==> src/hw/rtl/ttlst_pkg.sv <==
// Shared constants, codes and controller/datapath interface types for the subscription table.
package ttlst_pkg;

   localparam int MAX_ENTRIES = 8;
   localparam int IDX_W = (MAX_ENTRIES > 1) ? $clog2(MAX_ENTRIES) : 1;
   localparam int CNT_W = $clog2(MAX_ENTRIES + 1);

   localparam logic [13:0] TPS_RESET = 14'd1000;

   typedef enum logic [2:0] {
      ACT_SUBSCRIBE   = 3'd0,
      ACT_UNSUBSCRIBE = 3'd1,
      ACT_QUERY       = 3'd2,
      ACT_SWEEP       = 3'd3,
      ACT_TICK        = 3'd4,
      ACT_OPEN        = 3'd5,
      ACT_CLOSE       = 3'd6
   } action_type;

   typedef enum logic [2:0] {
      ST_IDLE,
      ST_DECODE,
      ST_SCAN,
      ST_SHIFT,
      ST_FINISH
   } state_type;

   typedef struct packed {
      logic load;
      logic mul;
      logic scan_step;
      logic shift_init;
      logic shift_step;
      logic commit;
   } cmd_type;

   typedef struct packed {
      logic       active;
      action_type action;
      logic       scan_more;
      logic       shift_more;
      logic       found;
      logic       rsp_busy;
   } sta_type;

endpackage

==> src/hw/rtl/ttlst_ctrl.sv <==
// Sequencer for the subscription table: decode, table walk, shift-down and result commit.
module ttlst_ctrl (
   input  logic               clock,
   input  logic               reset,
   input  logic               req_tvalid,
   output logic               req_tready,
   input  ttlst_pkg::sta_type sta,
   output ttlst_pkg::cmd_type cmd
);

   ttlst_pkg::state_type state_ff, state_in;
   logic needs_walk;

   assign needs_walk = sta.active &&
                       (sta.action == ttlst_pkg::ACT_SUBSCRIBE ||
                        sta.action == ttlst_pkg::ACT_UNSUBSCRIBE ||
                        sta.action == ttlst_pkg::ACT_QUERY ||
                        sta.action == ttlst_pkg::ACT_SWEEP);

   always_ff @(posedge clock) begin
      if (reset) begin
         state_ff <= ttlst_pkg::ST_IDLE;
      end else begin
         state_ff <= state_in;
      end
   end

   always_comb begin
      state_in = state_ff;
      case (state_ff)
         ttlst_pkg::ST_IDLE: begin
            if (req_tvalid) state_in = ttlst_pkg::ST_DECODE;
         end
         ttlst_pkg::ST_DECODE: begin
            state_in = needs_walk ? ttlst_pkg::ST_SCAN : ttlst_pkg::ST_FINISH;
         end
         ttlst_pkg::ST_SCAN: begin
            if (!sta.scan_more) begin
               if (sta.action == ttlst_pkg::ACT_UNSUBSCRIBE && sta.found) begin
                  state_in = ttlst_pkg::ST_SHIFT;
               end else begin
                  state_in = ttlst_pkg::ST_FINISH;
               end
            end
         end
         ttlst_pkg::ST_SHIFT: begin
            if (!sta.shift_more) state_in = ttlst_pkg::ST_FINISH;
         end
         ttlst_pkg::ST_FINISH: begin
            if (!sta.rsp_busy) state_in = ttlst_pkg::ST_IDLE;
         end
         default: begin
            state_in = ttlst_pkg::ST_IDLE;
         end
      endcase
   end

   always_comb begin
      cmd        = '0;
      req_tready = 1'b0;
      case (state_ff)
         ttlst_pkg::ST_IDLE: begin
            req_tready = 1'b1;
            cmd.load   = req_tvalid;
         end
         ttlst_pkg::ST_DECODE: begin
            cmd.mul = 1'b1;
         end
         ttlst_pkg::ST_SCAN: begin
            cmd.scan_step  = sta.scan_more;
            cmd.shift_init = !sta.scan_more &&
                             sta.action == ttlst_pkg::ACT_UNSUBSCRIBE && sta.found;
         end
         ttlst_pkg::ST_SHIFT: begin
            cmd.shift_step = sta.shift_more;
         end
         ttlst_pkg::ST_FINISH: begin
            cmd.commit = !sta.rsp_busy;
         end
         default: begin
            cmd = '0;
         end
      endcase
   end

endmodule

==> src/hw/rtl/ttlst_dp.sv <==
// Datapath for the subscription table: entry store, timer, TTL multiply and result register.
module ttlst_dp (
   input  logic               clock,
   input  logic               reset,
   input  logic               csr_tvalid,
   input  logic [15:0]        csr_tdata,
   input  logic [2:0]         req_tuser,
   input  logic [47:0]        req_tdata,
   input  ttlst_pkg::cmd_type cmd,
   output ttlst_pkg::sta_type sta,
   output logic               rsp_tvalid,
   input  logic               rsp_tready,
   output logic [15:0]        rsp_tdata
);

   localparam int CW = ttlst_pkg::CNT_W;
   localparam int IW = ttlst_pkg::IDX_W;
   localparam int NE = ttlst_pkg::MAX_ENTRIES;

   logic [13:0]          tps_ff, tps_in;
   logic [31:0]          time_ff, time_in;
   logic                 active_ff, active_in;
   logic [CW-1:0]        used_ff, used_in;
   ttlst_pkg::action_type act_ff;
   logic [15:0]          grp_ff;
   logic [23:0]          ttl_ff;
   logic                 exists_ff;
   logic [31:0]          prod_ff;
   logic [37:0]          prod_full;
   logic [CW-1:0]        idx_ff, idx_in, idx_inc;
   logic                 found_ff, found_in;
   logic [IW-1:0]        k_ff, k_in;
   logic                 sub_ff, sub_in;
   logic [CW-1:0]        expc_ff, expc_in;
   logic                 rsp_valid_ff, rsp_valid_in;
   logic [15:0]          rsp_data_ff, rsp_data_in;

   logic [15:0]          ent_group_ff   [NE];
   logic [31:0]          ent_expiry_ff  [NE];
   logic                 ent_expired_ff [NE];

   logic [IW-1:0]        rd_addr;
   logic [15:0]          rd_group;
   logic [31:0]          rd_expiry;
   logic                 rd_expired;
   logic                 wr_en;
   logic [IW-1:0]        wr_addr;
   logic [15:0]          wr_group;
   logic [31:0]          wr_expiry;
   logic                 wr_expired;
   logic [31:0]          expiry_new;
   logic                 ok_c, sub_c;
   logic [CW-1:0]        expc_c;
   logic                 rd_match, rd_due;

   assign idx_inc    = idx_ff + CW'(1);
   assign rd_addr    = cmd.shift_step ? idx_inc[IW-1:0] : idx_ff[IW-1:0];
   assign rd_group   = ent_group_ff[rd_addr];
   assign rd_expiry  = ent_expiry_ff[rd_addr];
   assign rd_expired = ent_expired_ff[rd_addr];
   assign rd_match   = rd_group == grp_ff;
   assign rd_due     = !rd_expired && time_ff >= rd_expiry;
   assign prod_full  = ttl_ff * tps_ff;
   assign expiry_new = time_ff + prod_ff;

   always_comb begin
      tps_in       = tps_ff;
      time_in      = time_ff;
      active_in    = active_ff;
      used_in      = used_ff;
      idx_in       = idx_ff;
      found_in     = found_ff;
      k_in         = k_ff;
      sub_in       = sub_ff;
      expc_in      = expc_ff;
      wr_en        = 1'b0;
      wr_addr      = idx_ff[IW-1:0];
      wr_group     = rd_group;
      wr_expiry    = rd_expiry;
      wr_expired   = rd_expired;
      ok_c         = 1'b0;
      sub_c        = 1'b0;
      expc_c       = '0;
      rsp_valid_in = rsp_valid_ff && !rsp_tready;
      rsp_data_in  = rsp_data_ff;

      if (csr_tvalid) tps_in = csr_tdata[13:0];

      if (cmd.load) begin
         idx_in   = '0;
         found_in = 1'b0;
         sub_in   = 1'b0;
         expc_in  = '0;
      end

      if (cmd.scan_step) begin
         idx_in = idx_inc;
         if (rd_match && !found_ff) begin
            found_in = 1'b1;
            k_in     = idx_ff[IW-1:0];
         end
         if (rd_match && !rd_expired && time_ff < rd_expiry) sub_in = 1'b1;
         if (act_ff == ttlst_pkg::ACT_SWEEP && rd_due) begin
            wr_en      = 1'b1;
            wr_expired = 1'b1;
            expc_in    = expc_ff + CW'(1);
         end
      end

      if (cmd.shift_init) idx_in = CW'(k_ff);

      if (cmd.shift_step) begin
         wr_en  = 1'b1;
         idx_in = idx_inc;
      end

      if (cmd.commit) begin
         if (act_ff == ttlst_pkg::ACT_TICK) begin
            time_in = time_ff + 32'd1;
            ok_c    = 1'b1;
         end else if (act_ff == ttlst_pkg::ACT_OPEN) begin
            active_in = 1'b1;
            used_in   = '0;
            ok_c      = 1'b1;
         end else if (active_ff) begin
            case (act_ff)
               ttlst_pkg::ACT_SUBSCRIBE: begin
                  wr_group   = grp_ff;
                  wr_expiry  = expiry_new;
                  wr_expired = 1'b0;
                  if (exists_ff && found_ff) begin
                     wr_en   = 1'b1;
                     wr_addr = k_ff;
                     ok_c    = 1'b1;
                  end else if (exists_ff && used_ff < CW'(NE)) begin
                     wr_en   = 1'b1;
                     wr_addr = used_ff[IW-1:0];
                     used_in = used_ff + CW'(1);
                     ok_c    = 1'b1;
                  end
               end
               ttlst_pkg::ACT_UNSUBSCRIBE: begin
                  if (found_ff) begin
                     used_in = used_ff - CW'(1);
                     ok_c    = 1'b1;
                  end
               end
               ttlst_pkg::ACT_QUERY: begin
                  ok_c  = 1'b1;
                  sub_c = sub_ff;
               end
               ttlst_pkg::ACT_SWEEP: begin
                  ok_c   = 1'b1;
                  expc_c = expc_ff;
               end
               ttlst_pkg::ACT_CLOSE: begin
                  active_in = 1'b0;
                  used_in   = '0;
                  ok_c      = 1'b1;
               end
               default: begin
                  ok_c = 1'b0;
               end
            endcase
         end
         rsp_valid_in = 1'b1;
         rsp_data_in  = {6'd0, 4'(used_in), 4'(expc_c), sub_c, ok_c};
      end
   end

   always_ff @(posedge clock) begin
      if (reset) begin
         tps_ff       <= ttlst_pkg::TPS_RESET;
         time_ff      <= '0;
         active_ff    <= 1'b0;
         used_ff      <= '0;
         rsp_valid_ff <= 1'b0;
      end else begin
         tps_ff       <= tps_in;
         time_ff      <= time_in;
         active_ff    <= active_in;
         used_ff      <= used_in;
         rsp_valid_ff <= rsp_valid_in;
      end
   end

   always_ff @(posedge clock) begin
      idx_ff      <= idx_in;
      found_ff    <= found_in;
      k_ff        <= k_in;
      sub_ff      <= sub_in;
      expc_ff     <= expc_in;
      rsp_data_ff <= rsp_data_in;
      if (cmd.load) begin
         act_ff    <= ttlst_pkg::action_type'(req_tuser);
         grp_ff    <= req_tdata[15:0];
         ttl_ff    <= req_tdata[39:16];
         exists_ff <= req_tdata[40];
      end
      if (cmd.mul) prod_ff <= prod_full[31:0];
      if (wr_en) begin
         ent_group_ff[wr_addr]   <= wr_group;
         ent_expiry_ff[wr_addr]  <= wr_expiry;
         ent_expired_ff[wr_addr] <= wr_expired;
      end
   end

   assign sta.active     = active_ff;
   assign sta.action     = act_ff;
   assign sta.scan_more  = idx_ff < used_ff;
   assign sta.shift_more = idx_inc < used_ff;
   assign sta.found      = found_ff;
   assign sta.rsp_busy   = rsp_valid_ff && !rsp_tready;

   assign rsp_tvalid = rsp_valid_ff;
   assign rsp_tdata  = rsp_data_ff;

endmodule

==> src/hw/rtl/ttl_subscription_table.sv <==
// Top level of the TTL subscription table: controller, datapath and checks.
// Keeps up to MAX_ENTRIES (8) event-group subscriptions with expiry times and handles one
// action per request transfer, answering with exactly one response transfer. One request is
// in flight at a time. Tick, open, close, the unused action code and any action on a closed
// table go from decode straight to the result commit; subscribe, query and sweep first walk
// the entries in use, and unsubscribe also shifts the later entries down after a match. The
// walk over the entry store goes one entry per cycle through its single read port. A
// finished response waits in an output register and holds the controller only when a second
// one is ready before the first is taken. The ticks-per-second register is written through
// the csr channel, which is always ready, and must only be written while idle.
module ttl_subscription_table (
   input  logic        clock,
   input  logic        reset,
   input  logic        csr_tvalid,
   output logic        csr_tready,
   input  logic [15:0] csr_tdata,   // [13:0] ticks_per_second
   input  logic        req_tvalid,
   output logic        req_tready,
   input  logic [2:0]  req_tuser,   // [2:0] action
   input  logic [47:0] req_tdata,   // [15:0] group_id, [39:16] lifetime_sec, [40] group_exists
   output logic        rsp_tvalid,
   input  logic        rsp_tready,
   output logic [15:0] rsp_tdata    // [0] ok, [1] subscribed, [5:2] swept_count,
                                    // [9:6] entry_count
);

   ttlst_pkg::cmd_type cmd;
   ttlst_pkg::sta_type sta;

   assign csr_tready = 1'b1;

   ttlst_ctrl u_ctrl (
      .clock      (clock),
      .reset      (reset),
      .req_tvalid (req_tvalid),
      .req_tready (req_tready),
      .sta        (sta),
      .cmd        (cmd)
   );

   ttlst_dp u_dp (
      .clock      (clock),
      .reset      (reset),
      .csr_tvalid (csr_tvalid),
      .csr_tdata  (csr_tdata),
      .req_tuser  (req_tuser),
      .req_tdata  (req_tdata),
      .cmd        (cmd),
      .sta        (sta),
      .rsp_tvalid (rsp_tvalid),
      .rsp_tready (rsp_tready),
      .rsp_tdata  (rsp_tdata)
   );

`ifndef SYNTHESIS
   a_one_in_flight: assert property (@(posedge clock) disable iff (reset)
      req_tvalid && req_tready |=> !req_tready)
      else $error("request taken while another is in flight");

   a_commit_shows: assert property (@(posedge clock) disable iff (reset)
      cmd.commit |=> rsp_tvalid)
      else $error("committed result not presented");

   a_sweep_ok: assert property (@(posedge clock) disable iff (reset)
      rsp_tvalid && (rsp_tdata[5:2] != 4'd0 || rsp_tdata[1]) |-> rsp_tdata[0])
      else $error("nonzero answer on a failed action");

   a_no_idle_scan: assert property (@(posedge clock) disable iff (reset)
      cmd.scan_step || cmd.shift_step |-> sta.active)
      else $error("table walk on an inactive table");
`endif

endmodule
==> config.mk <==
export PLATFORM = sky130hd
export DESIGN_NAME = ttl_subscription_table
export DESIGN_NICKNAME = d
export VERILOG_FILES = /design/src/hw/rtl/ttlst_pkg.sv /design/src/hw/rtl/ttlst_ctrl.sv /design/src/hw/rtl/ttlst_dp.sv /design/src/hw/rtl/ttl_subscription_table.sv
export SDC_FILE = /design/constraint.sdc
export NUM_CORES = 1
export LEC_CHECK = 0
export BUFFER_PORTS_ARGS = -buffer_cell sky130_fd_sc_hd__buf_2
export CORE_UTILIZATION = 61
export DETAILED_ROUTE_END_ITERATION = 8
export GPL_TIMING_DRIVEN = 0
export PLACE_DENSITY = 0.78
export SYNTH_ARGS = -nofsm -noshare
export SYNTH_HDL_FRONTEND = slang
export SYNTH_SLANG_ARGS = --single-unit
==> constraint.sdc <==
create_clock -name clock -period 13.2 [get_ports clock]
set_input_delay 0.66 -clock clock [delete_from_list [all_inputs] [get_ports clock]]
set_output_delay 0.66 -clock clock [all_outputs]
set_load 0.005 [all_outputs]
==> reports/metrics.yaml <==
maxCapViolations: 0
die_y_um: 242.9
synth_area_leaders: "edfxtp_1, fa_1, nand2_1, ha_1, dfxtp_1"
final_util: 0.6926
pre_cts_ws_ns: 2.293
synth_enable_flop_cells: 485
path_max_fanout: 24
gr-usage-all-layers: 0.3473
setup_tns_ns: 0
crit_path_end_kind: "register"
core_um2: 56820
cts_hold_buf: 0
portBuffers: 73
rrSetupSlack_ns: 1.84
detail_route.vias_per_cell: 6.461
yosysSeqAreaShare: 0.4457
cts_resized: 0
async_reset_ff_frac: 0
grt_pass1_vias: 28020
maxSlewViolCount: 0
numCtsBuffers: 57
synth_top_area_share: 0.4113
leakage_nw: 15.69
ys_ff_latch: 546
io_pins: 91
syn_inst: 3288
holdPathStages: 1
cts_num_sinks: 546
hpwl_um: 74570
tightest_slew_ns: 1.278
stdcell_area_um2: 39350
drive_gt1_frac: 0.07514
clkSlewWorstSetupHoldPaths_ns: 0.07
initial_core_util: 0.6232
startpoint_type: "register"
row_count: 87
drt-total-wl_um: 101800
rsz0062_at_grt: "false"
crit_arrival_ns: 11.77
finalClockSkew_ns: 0.06232
maxSlewHeadroom: 0.1409
fmax_ghz: 0.08804
reg2reg_from: "u_dp.idx_ff[2]"
status: "complete, no violations"
required_ns: 13.61
synthDistinctLibCells: 76
antenna_found_initial: 0
syn2layout_area_growth_pct: 11.13
placed_cell_area_um2: 37310
max-clock-path-buffers: 3
min_period_over_period: 0.8604
drc: 0
cts_tree: "built"
cts_root_buffer: "clkbuf_16"
fin_nets: 3919
clk_latency_ns: 0.67
ir_drop_v: 0.0001898
whs_ns: 0.1732
synth_ff_type: "edfxtp_1"
power.density_nw_per_um2: 198.0
grt_max_degree: 30
synthTopCellsByCount: "nand2_1, edfxtp_1, fa_1"
grt_pass1_wl_um: 157100
synth.avg_cell_area_um2: 10.77
setup_slack_ns: 1.842
firstDrtPassIters: 8
critical_path.slowest_cell: "o31ai_1"
hold_violations: 0
reg2regPathDepth: 30
dr.first_iter.drc_count: 3360
synth_area_leader_cell: "edfxtp_1"
postCtsSetupRepairBufs: 0
cts_max_level: 2
hp-class: "in2reg"
r2r_end: "u_dp.ent_expiry_ff[0][0]"
diodes: 0
dr_total_vias: 27500
dieArea_um2: 59020
mappedNetlistArea_um2: 35410
die_x_um: 242.9
worst-setup-path-type: "reg2reg"
synth.most_common_cell: "nand2_1"
drt.antenna.violating_nets: 0
wl_per_cell_um: 23.92
yosys_warnings: 0
gp_congestion: 0.9828
setup_viol: 0
overflow: 0
min_from: "req_tdata[12]"
hold_end: "u_dp.grp_ff[12]"
critPathMaxStageDelay_ns: 1.08
period_minus_slack_ns: 11.36
==> logic make-up (layout without fill, tap and decap cells) <==
logic type / after synthesis / count (layout) / share of synthesized area
xor+xnor: 100 / 100 / 0.02473
buf+inv: 433 / 640 / 0.04865
simple gates: 1173 / 1173 / 0.1537
flops: 546 / 546 / 0.4457
mux: 74 / 74 / 0.02212
fa+ha+maj: 396 / 396 / 0.1927
compound gates: 564 / 564 / 0.1121
other cells: 2 / 7 / 0.0002121
==> layout by cell type (no fill, tap or decap), types with 42 or more instances in the layout <==
cell,instances
buf_2,97
nand4_1,42
a21oi_1,113
o21ai_0,68
a21o_1,57
mux2i_1,60
nor2_1,151
clkbuf_16,57
a221oi_1,68
and2_1,140
fa_1,249
inv_1,241
nand3_1,112
clkbuf_1,148
a31oi_1,52
xor2_1,49
xnor2_1,51
edfxtp_1,485
ha_1,147
nand2_1,553
dfxtp_1,61
and3_1,58
==> state kept, by name, summed over array words and instances (netlist names), 10 cells and up <==
name and count:
u_dp.ent_expiry_ff 256, u_dp.ent_group_ff 128, u_dp.prod_ff 32, u_dp.time_ff 32
u_dp.ttl_ff 24, u_dp.grp_ff 16, u_dp.tps_ff 14, u_dp.rsp_tdata 10
==> worst max-delay path: cells and delay by family, from the launching register on <==
family                     cells  cell delay (ns)
AOI/OAI and AO/OA             11             3.91
xor gates and xnor gates       1             0.17
adders and majority gates      2             0.56
buffers and inverters         11             4.78
DFF                            1             0.44
muxes                          1             0.24
and+or+nand+nor                4             0.96
==> cell type report <==
type,instances,area [µm²]
repair buffers,99,833.3
flip-flops and latches,546,15790
multi-input cells,2314,18020
fillers,4139,17470
plain buffers,190,810.8
clock inverters,39,566.8
well taps,756,945.9
inverters,243,912.1
clock buffers,69,1481
==> power breakdown <==
part / internal (mW) / switching, mW / leakage, nW
clock: 1.03 / 0.719 / 0.974
sequential: 2.16 / 0.0447 / 4.89
combinational: 1.61 / 2.24 / 9.83
==> per-layer routing <==
| layer | routed length, µm | track usage | vias to the layer above |
|---|---|---|---|
| met5 | 0 | 0 | - |
| met4 | 4622 | 0.1524 | 0 |
| met3 | 10550 | 0.06778 | 298 |
| met2 | 48460 | 0.5772 | 1686 |
| met1 | 38170 | 0.4434 | 13540 |
| li1 | - | - | 11970 |
==> metrics by stage <==
step                power [mW]  cells
floorplan                5.076   3293
global placement         5.836   4122
finish                   7.793   4256
detailed placement       6.002   4148
global route             8.297   4256
CTS                      7.758   4256
==> worst max path at each step <==
stage	depth (start not counted)	slack, ns	end	start
3_5_place_dp	30	2.29	u_dp.ent_expiry_ff[0][4]	u_dp.idx_ff[2]
2_1_floorplan	29	3.01	u_dp.ent_expired_ff[1]	u_dp.idx_ff[2]
6_report	30	1.84	u_dp.ent_expiry_ff[0][0]	u_dp.idx_ff[2]
4_1_cts	30	2.23	u_dp.ent_expiry_ff[0][0]	u_dp.idx_ff[2]
5_1_grt	30	1.33	u_dp.ent_expiry_ff[0][0]	u_dp.idx_ff[2]
3_3_place_gp	27	-3.63	u_dp.ent_expiry_ff[1][5]	u_dp.idx_ff[2]
Power figures use the tool's default switching activity.
